### config.mk
export PLATFORM = sky130hd
export DESIGN_NAME = tpoa_isqrt
export DESIGN_NICKNAME = d
export VERILOG_FILES = /design/src/hw/rtl/tpoa_pkg.sv /design/src/hw/rtl/tpoa_isqrt.sv
export SDC_FILE = /design/constraint.sdc
export NUM_CORES = 2
export LEC_CHECK = 0
export ABC_CLOCK_PERIOD_IN_PS = 4240
export BUFFER_PORTS_ARGS = -buffer_cell sky130_fd_sc_hd__buf_4
export CAP_MARGIN = 40
export CORE_ASPECT_RATIO = 2
export CORE_MARGIN = 2
export CORE_UTILIZATION = 45
export CTS_CLUSTER_SIZE = 28
export DETAILED_ROUTE_END_ITERATION = 16
export SYNTH_ARGS = -nofsm -noshare
export SYNTH_HDL_FRONTEND = slang
export SYNTH_SLANG_ARGS = --single-unit
### constraint.sdc
create_clock -name clk -period 4.24 [get_ports clk]
set_input_delay 0.212 -clock clk [delete_from_list [all_inputs] [get_ports clk]]
set_output_delay 0.212 -clock clk [all_outputs]
set_load 0.1 [all_outputs]
### src/hw/rtl/tpoa_pkg.sv
// Package for the track pair opening angle core: payload types, widths,
// fixed constants and small helper functions.
// No dependencies; used by every RTL file of the block.
package tpoa_pkg;

	// Coordinate width of one input field
	localparam int COORD_BITS = 20;

	// Direction difference, shrunk direction, products, cross/dot words
	localparam int DIFF_W  = COORD_BITS + 1;
	localparam int VEC_W   = 25;
	localparam int VEC_LIM = 24;
	localparam int PROD_W  = 2 * VEC_W;
	localparam int W_W     = PROD_W + 2;

	// Normalized words, squares, root
	localparam int NORM_W  = 32;
	localparam int NORM_POS = 30;
	localparam int SQ_W    = 64;
	localparam int ROOT_W  = 32;
	localparam int SQRT_STAGES = 32;

	// Rotator widths and step count
	localparam int XW = 36;
	localparam int ZW = 34;
	localparam int CORDIC_STEPS = 30;

	localparam logic [ZW-1:0] HALF_PI_Q30  = ZW'(64'd1686629713);
	localparam logic [15:0]   ANGLE_PI_Q14 = 16'd51472;

	localparam logic [31:0] ATAN_HEAD [10] = '{
		32'd843314857, 32'd497837830, 32'd263043837, 32'd133525159, 32'd67021687,
		32'd33543516, 32'd16775851, 32'd8388437, 32'd4194283, 32'd2097149
	};

	typedef struct packed {
		logic signed [COORD_BITS-1:0] a_start_x;
		logic signed [COORD_BITS-1:0] a_start_y;
		logic signed [COORD_BITS-1:0] a_start_z;
		logic signed [COORD_BITS-1:0] a_end_x;
		logic signed [COORD_BITS-1:0] a_end_y;
		logic signed [COORD_BITS-1:0] a_end_z;
		logic signed [COORD_BITS-1:0] b_start_x;
		logic signed [COORD_BITS-1:0] b_start_y;
		logic signed [COORD_BITS-1:0] b_start_z;
		logic signed [COORD_BITS-1:0] b_end_x;
		logic signed [COORD_BITS-1:0] b_end_y;
		logic signed [COORD_BITS-1:0] b_end_z;
	} item_t;

	typedef struct packed {
		logic [15:0] angle;
		logic        degenerate;
	} result_t;

	// Flags that ride along the pipeline
	typedef struct packed {
		logic degenerate;
		logic zero;
	} flags_t;

	// Sideband carried through the square root
	typedef struct packed {
		flags_t                    flags;
		logic signed [NORM_W-1:0]  dot;
	} side_t;

	// Magnitude of a signed word
	function automatic logic [63:0] abs64(input logic signed [63:0] v);
		return v[63] ? 64'(-v) : 64'(v);
	endfunction

	// Position of the highest set bit plus one; zero for zero
	function automatic logic [6:0] bit_len(input logic [63:0] v);
		logic [6:0] n;
		n = '0;
		for (int i = 0; i < 64; i++)
			if (v[i]) n = 7'(i + 1);
		return n;
	endfunction

	// Rotation angle of step i in Q2.30
	function automatic logic [ZW-1:0] atan_q30(input int i);
		if (i < 10) return ZW'(ATAN_HEAD[i[3:0]]);
		return ZW'(64'd1 << (30 - i));
	endfunction

endpackage

### src/hw/rtl/tpoa_isqrt.sv
// Pipelined integer square root, one result bit per stage, with sideband.
// Depends on tpoa_pkg.
module tpoa_isqrt (
	input  logic                      clk,
	input  logic                      arst_n,
	input  logic                      in_valid,
	input  logic [tpoa_pkg::SQ_W-1:0] radicand,
	input  tpoa_pkg::side_t           in_side,
	output logic                      out_valid,
	output logic [tpoa_pkg::ROOT_W-1:0] root,
	output tpoa_pkg::side_t           out_side
);
	import tpoa_pkg::*;

	logic            v_s    [SQRT_STAGES+1];
	logic [SQ_W-1:0] rem_s  [SQRT_STAGES+1];
	logic [SQ_W-1:0] res_s  [SQRT_STAGES+1];
	side_t           side_s [SQRT_STAGES+1];

	assign v_s[0]    = in_valid;
	assign rem_s[0]  = radicand;
	assign res_s[0]  = '0;
	assign side_s[0] = in_side;

	// One trial subtraction per stage, bit weight falling by four each step
	for (genvar k = 0; k < SQRT_STAGES; k++) begin : g_step
		localparam logic [SQ_W-1:0] BIT = SQ_W'(64'd1 << (62 - 2 * k));
		logic [SQ_W-1:0] trial;
		logic            fits;

		assign trial = res_s[k] + BIT;
		assign fits  = rem_s[k] >= trial;

		always_ff @(posedge clk or negedge arst_n) begin
			if (!arst_n) v_s[k+1] <= 1'b0;
			else v_s[k+1] <= v_s[k];
		end

		always_ff @(posedge clk) begin
			side_s[k+1] <= side_s[k];
			if (fits) begin
				rem_s[k+1] <= rem_s[k] - trial;
				res_s[k+1] <= (res_s[k] >> 1) + BIT;
			end else begin
				rem_s[k+1] <= rem_s[k];
				res_s[k+1] <= res_s[k] >> 1;
			end
		end
	end

	assign out_valid = v_s[SQRT_STAGES];
	assign root      = res_s[SQRT_STAGES][ROOT_W-1:0];
	assign out_side  = side_s[SQRT_STAGES];

endmodule

# Word-level counts from Yosys, hierarchy flattened
# Index checks and enable logic that the tools add are counted.
[op_classes] muxes=63 n_lt_le_gt_ge=32 n_addsub=93
[ops] op="$ge A64 B64 Y1" n=31
[ops] op="$mux W64" n=31
[ops] op="$mux W63" n=31
[ops] op="$sub A64 B64 Y64" n=30
[ops] op="$add A63 B11 Y64 const B" n=1
[ops] op="$add A63 B13 Y64 const B" n=1
[ops] op="$add A63 B15 Y64 const B" n=1
[ops] op="$add A63 B17 Y64 const B" n=1
[ops] op="$add A63 B19 Y64 const B" n=1
[ops] op="$add A63 B21 Y64 const B" n=1
[ops] op="$add A63 B23 Y64 const B" n=1
[ops] op="$add A63 B25 Y64 const B" n=1
[ops] op="$add A63 B27 Y64 const B" n=1
[ops] op="$add A63 B29 Y64 const B" n=1
[ops] op="$add A63 B3 Y64 const B" n=1
[ops] op="$add A63 B31 Y64 const B" n=1
[ops] op="$add A63 B33 Y64 const B" n=1
[ops] op="$add A63 B35 Y64 const B" n=1
[ops] op="$add A63 B37 Y64 const B" n=1
[ops] op="$add A63 B39 Y64 const B" n=1
[ops] op="$add A63 B41 Y64 const B" n=1
[ops] op="$add A63 B43 Y64 const B" n=1
[ops] op="$add A63 B45 Y64 const B" n=1
[ops] op="$add A63 B47 Y64 const B" n=1
[ops] op="45 further kinds" n=45
[totals] ff_bits=5119 elab_cells=409 in_bits=101

# Depth between registers and ports, before layout
[depth] word_depth=3 mapped_depth=14 depth_no_buf=12

# Worst setup path before layout
# OpenSTA, ideal clock, no wires.
[synth_path] kind="register to register" start="register res_s[269] in the netlist's numbering" end="register rem_s[252] in the netlist's numbering" arrival_time_ns=3.217 required_time_ns=4.106 n_path_buf=2 slack_ns=0.890 path_stages_with_launch=14 cell_sequence="dfxtp_1 -> inv_1 -> ha_1 -> clkbuf_1 -> a211o_1 -> and3_1 -> or4_1 -> a211oi_1 -> o21ai_0 -> a21o_1 -> or4_1 -> buf_2 -> nor4_1 -> xor2_1"
[synth_between] elab_chain_len=3 elab_cells_between_ends=4 cone_classes="add/sub (2); order compare (1); mux (1)"
[synth_lines] item="start: declaration" line="tpoa_isqrt.sv:17" source="logic [SQ_W-1:0] res_s [SQRT_STAGES+1];"
[synth_lines] item="start signal: indexed assignment" line="tpoa_isqrt.sv:43" source="res_s[k+1] <= (res_s[k] >> 1) + BIT;"
[synth_lines] item="start signal: indexed assignment" line="tpoa_isqrt.sv:46" source="res_s[k+1] <= res_s[k] >> 1;"
[synth_lines] item="$add A64 B7 Y64 (*)" line="tpoa_isqrt.sv:31" source="assign trial = res_s[k] + BIT;"
[synth_lines] item="$sub A64 B64 Y64 or $ge A64 B64 Y1 (tied branches)" line="tpoa_isqrt.sv:42, tpoa_isqrt.sv:32"
[synth_lines] item="$mux W64 (*)" line="tpoa_isqrt.sv:41" source="if (fits) begin"
[synth_lines] item="end signal: indexed assignment" line="tpoa_isqrt.sv:42" source="rem_s[k+1] <= rem_s[k] - trial;"
[synth_lines] item="end signal: indexed assignment" line="tpoa_isqrt.sv:45" source="rem_s[k+1] <= rem_s[k];"
[synth_lines] item="end: declaration" line="tpoa_isqrt.sv:16" source="logic [SQ_W-1:0] rem_s [SQRT_STAGES+1];"
# Every way passes the cells marked *; elsewhere a longest branch is shown, timed or not.
# A chain may end at the register's enable or synchronous reset.

# Worst setup path after layout
[layout_path] start="register res_s[465] in the netlist's numbering" end="register rem_s[445] in the netlist's numbering"
[layout_between] elab_chain_len=3 elab_cells_between_ends=4 cone_classes="add/sub (2); order compare (1); mux (1)"
[layout_lines] item="$add A64 B13 Y64 (*)" line="tpoa_isqrt.sv:31"
[layout_lines] item="$sub A64 B64 Y64 or $ge A64 B64 Y1 (tied branches)" line="tpoa_isqrt.sv:42, tpoa_isqrt.sv:32"
[layout_lines] item="$mux W64 (*)" line="tpoa_isqrt.sv:41"
# Marks and branches as above.

==> key figures <==
Min path
  – HP Start: in_valid
  – Worst min path class: input port to register
  – Hold Path End: v_s[31]$_DFF_PN0_
  – Hold depth: 2

CTS
  – Clk sinks: around 3600
  – Clock Pin Slew Worst Setup and Hold Paths: roughly 70 ps
  – CTS tree: yes
  – Worst skew pair latency: between 900 and 1000 ps
  – Num CTS Buffers: ~310
  – Clock buffer depth: 4
  – CTS HTree Levels: 5
  – Clk root buf: clkbuf_16

Yosys
  – Post-synthesis async set-or-reset flop share: 0.00881
  – Post-Synth Simple-Gate Area: 0.129
  – Largest family of logic cells by synthesized area: simple AND/OR/NAND/NOR gates
  – Synth unique cells: 92
  – Synth Flop Type: dfxtp_1
  – Most common cell in the netlist: dfxtp_1
  – Largest area contributor in the netlist: dfxtp_1
  – Post-Syn Area: 0.119 mm2
  – FF+latch count, synth: roughly 3600
  – Cells after Synth: around 11000
  – XOR/XNOR Fraction of Synth Area: 0.0647
  – Adder-cell area share of the yosys netlist: 0.0588
  – Synth top area cells: dfxtp_1 61%, ha_1 5.9%, xnor2_1 3.3%, xor2_1 3.2%, a21oi_1 2.7%
  – Mean Syn Cell Area: ~11 um2
  – Number of synthesized flops with an enable pin: 0
  – Yosys warns: 0
  – Synth Area in Compound Gates: 0.0958
  – Mux contribution to synthesized area: 0.00711
  – Syn Nets: between 10000 and 15000
  – Most common library cells after synthesis: 3600 x dfxtp_1, 706 x inv_1, 659 x nor2_1
  – Seq/Total Area, Yosys: 0.614
  – Post-synth top area share: 0.607

Critical path
  – Reg2reg setup slack: 230 ps
  – CP Data Required Time: roughly 5000 ps
  – Crit. End Element: register
  – Critical path class: register to register
  – CP startpoint kind: register
  – FF-to-FF Start: res_s[465]$_DFF_P_
  – Critical path arrival: between 4000 and 5000 ps
  – Crit path from: res_s[465]$_DFF_P_
  – Crit Path Max Fanout: 8
  – Depth of the most critical reg-to-reg path: 14
  – Reg-to-reg critical path endpoint: rem_s[445]$_DFF_P_

Global route
  – Largest net degree at the start of global routing: 56
  – Total GRT Usage: 0.237
  – Total congestion overflow: 0
  – Vias in the first global route: 86500
  – Initial antenna violation count: 23
  – First-pass GRT wire length: between 400 and 500 mm

Timing
  – Setup violations, final: 0
  – Worst Tran Pin Value: 1060 ps
  – Fin crit period: 4010 ps
  – Clock Skew: between 70 and 80 ps
  – Setup TNS: 0 ps
  – Final hold violation count: 0
  – Post-route clock period utilization: 0.946
  – Max_slew headroom: 0.294
  – Max Clk Rate: about 0.25 GHz
  – Max Slew Vio Count: 0
  – RSZ-0062 raised after global routing: no

Drt
  – Routed wire length per instance: between 20 and 25 um
  – DRT antenna net count: 0
  – Pre-Repair DR Iteration Count: 7
  – Post-Route WL: around 320 mm
  – Via density: 5.13
  – Vias: between 80000 and 90000
  – Drt drc: 0
  – Iter 0 DRT Violations: ~3200

Place
  – Post-DP HPWL: 257 mm
  – PortBufs: approximately 170
  – GPL Wtd Cong: 0.992
  – Placed cell area: ~0.13 mm2

Final layout
  – Final Cell Area: 0.140 mm2
  – Core Util, Final: 0.531
  – Nets: 12400
  – Syn-to-layout area delta: 17.5%
  – Layout cells sized above 1: 0.0996

Power and ir drop
  – P_leak: ~62 nW
  – PD cells: ~680 mW/mm2
  – VDD IR max: roughly 0.46 mV

Die
  – Core area: ~0.26 mm2
  – Die width: 367 um
  – Die Area: 0.268 mm2
  – Initial Util: 0.452
  – Die H: between 700 and 800 um
  – IO Pins: ~170
  – Row count: roughly 270

Status
  – Status: finished, final reports clean

Run
  – Max-Cap Viols: 0
cell families (layout without fill, tap and decap cells):
kind of cell | after synthesis | in the layout
AO/OA/AOI/OAI | 1851 | 1851
XOR/XNOR | 877 | 877
adder cells (fa/ha/maj) | 558 | 558
buffers and inverters | 945 | 1978
flip-flops | 3632 | 3632
multiplexers | 76 | 76
other | 0 | 174
AND/OR/NAND/NOR | 2957 | 2957
power by group:
| part | switching, W | internal [W] |
|---|---|---|
| clock network | 0.0125 | 0.0172 |
| registers | 0.00436 | 0.0400 |
| logic | 0.0116 | 0.00852 |
| total | 0.0285 | 0.0657 |
what timing repair did:
| action | 4_1_cts | 5_1_grt |
|---|---|---|
| gates resized for setup | 0 | 4 |
| endpoints found under the setup margin | 0 | 7 |
| buffers inserted | 0 | 0 |
| hold buffers | 200 | 0 |
| hold endpoints to repair | 132 | 0 |
per-layer routing:
metal / global-route usage / routed length [um] / part of all wire / vias up
li1: - / - / - / 39300
met1: 0.137 / 77400 / 0.24 / 37700
met2: 0.516 / 194000 / 0.60 / 1761
met3: 0.0303 / 8640 / 0.027 / 1213
met4: 0.277 / 43300 / 0.13 / 6
met5: 0 / 33 / 0.00010 / -
worst max-delay path by stage:
stage	endpoint	slack (ps)	cells past startpoint
floorplan	rem_s[252]$_DFF_P_	890	13
global placement	rem_s[298]$_DFF_P_	-250	13
detailed placement	rem_s[445]$_DFF_P_	170	15
CTS	rem_s[445]$_DFF_P_	120	15
global route	rem_s[445]$_DFF_P_	10	14
finish	rem_s[445]$_DFF_P_	230	14
flip-flops by register name, indices dropped and copies added (netlist names):
signal	cells
res_s	496
rem_s	1984
side_s	1054
out_valid	1
root	32
out_side	34
v_s	31
cells in the final DEF, fill, tap and decap left out, types with 48 or more instances in the layout:
cell | synthesis | final
a211oi_1 | 66 | 65
a21o_1 | 191 | 191
a21oi_1 | 634 | 632
a31oi_1 | 56 | 55
buf_4 | 36 | 481
clkbuf_1 | 174 | 59
clkbuf_16 | 0 | 321
clkbuf_8 | 0 | 63
dfxtp_1 | 3600 | 3600
diode_2 | 0 | 174
dlygate4sd3_1 | 0 | 199
ha_1 | 558 | 558
inv_1 | 706 | 706
mux2_2 | 67 | 67
nand2_1 | 634 | 634
nand2b_1 | 101 | 101
nand3_1 | 178 | 176
nand4_1 | 171 | 171
nor2_1 | 659 | 657
nor2b_1 | 80 | 80
nor3_1 | 282 | 280
nor4_1 | 351 | 342
o211ai_1 | 48 | 48
o21a_1 | 91 | 91
o21ai_0 | 457 | 456
o31ai_1 | 53 | 52
or2_2 | 49 | 49
or3_1 | 88 | 88
or4_1 | 79 | 79
xnor2_1 | 447 | 447
xor2_1 | 430 | 430
stage by stage:
step | setup slack, ps | std cells | total power, W | hold WS (ps)
finish | 229 | 15600 | 0.0942 | 20.4
global route | 14.1 | 15600 | 0.0989 | 15.8
CTS | 118 | 15400 | 0.0949 | 3.56
detailed placement | 166 | 14700 | 0.0650 | 156
global placement | -246 | 14600 | 0.0644 | 155
floorplan | 890 | 10900 | 0.0575 | -83.6
critical path: stages (launching register included):
cell	delay, ps
dfxtp_1	340
inv_1	50
ha_1	330
a21oi_1	310
o21ai_0	230
o21ai_1	280
buf_4	170
nand3b_1	170
a2111o_1	560
a41o_1	300
or4b_1	540
buf_4	200
nor4_1	170
buf_4	150
xor2_1	140
cell type report:
cell class              instances  area [um2]
diodes                        174         435
flip-flops and latches       3632       72900
inverters                     706        2650
multi-input cells            6319       42400
clock buffers                 443        9120
fillers                     22800      123000
well taps                    3484        4360
repair buffers                719        6100
clock inverters               110        1640
Note: power is estimated with default switching activity, not from simulation.
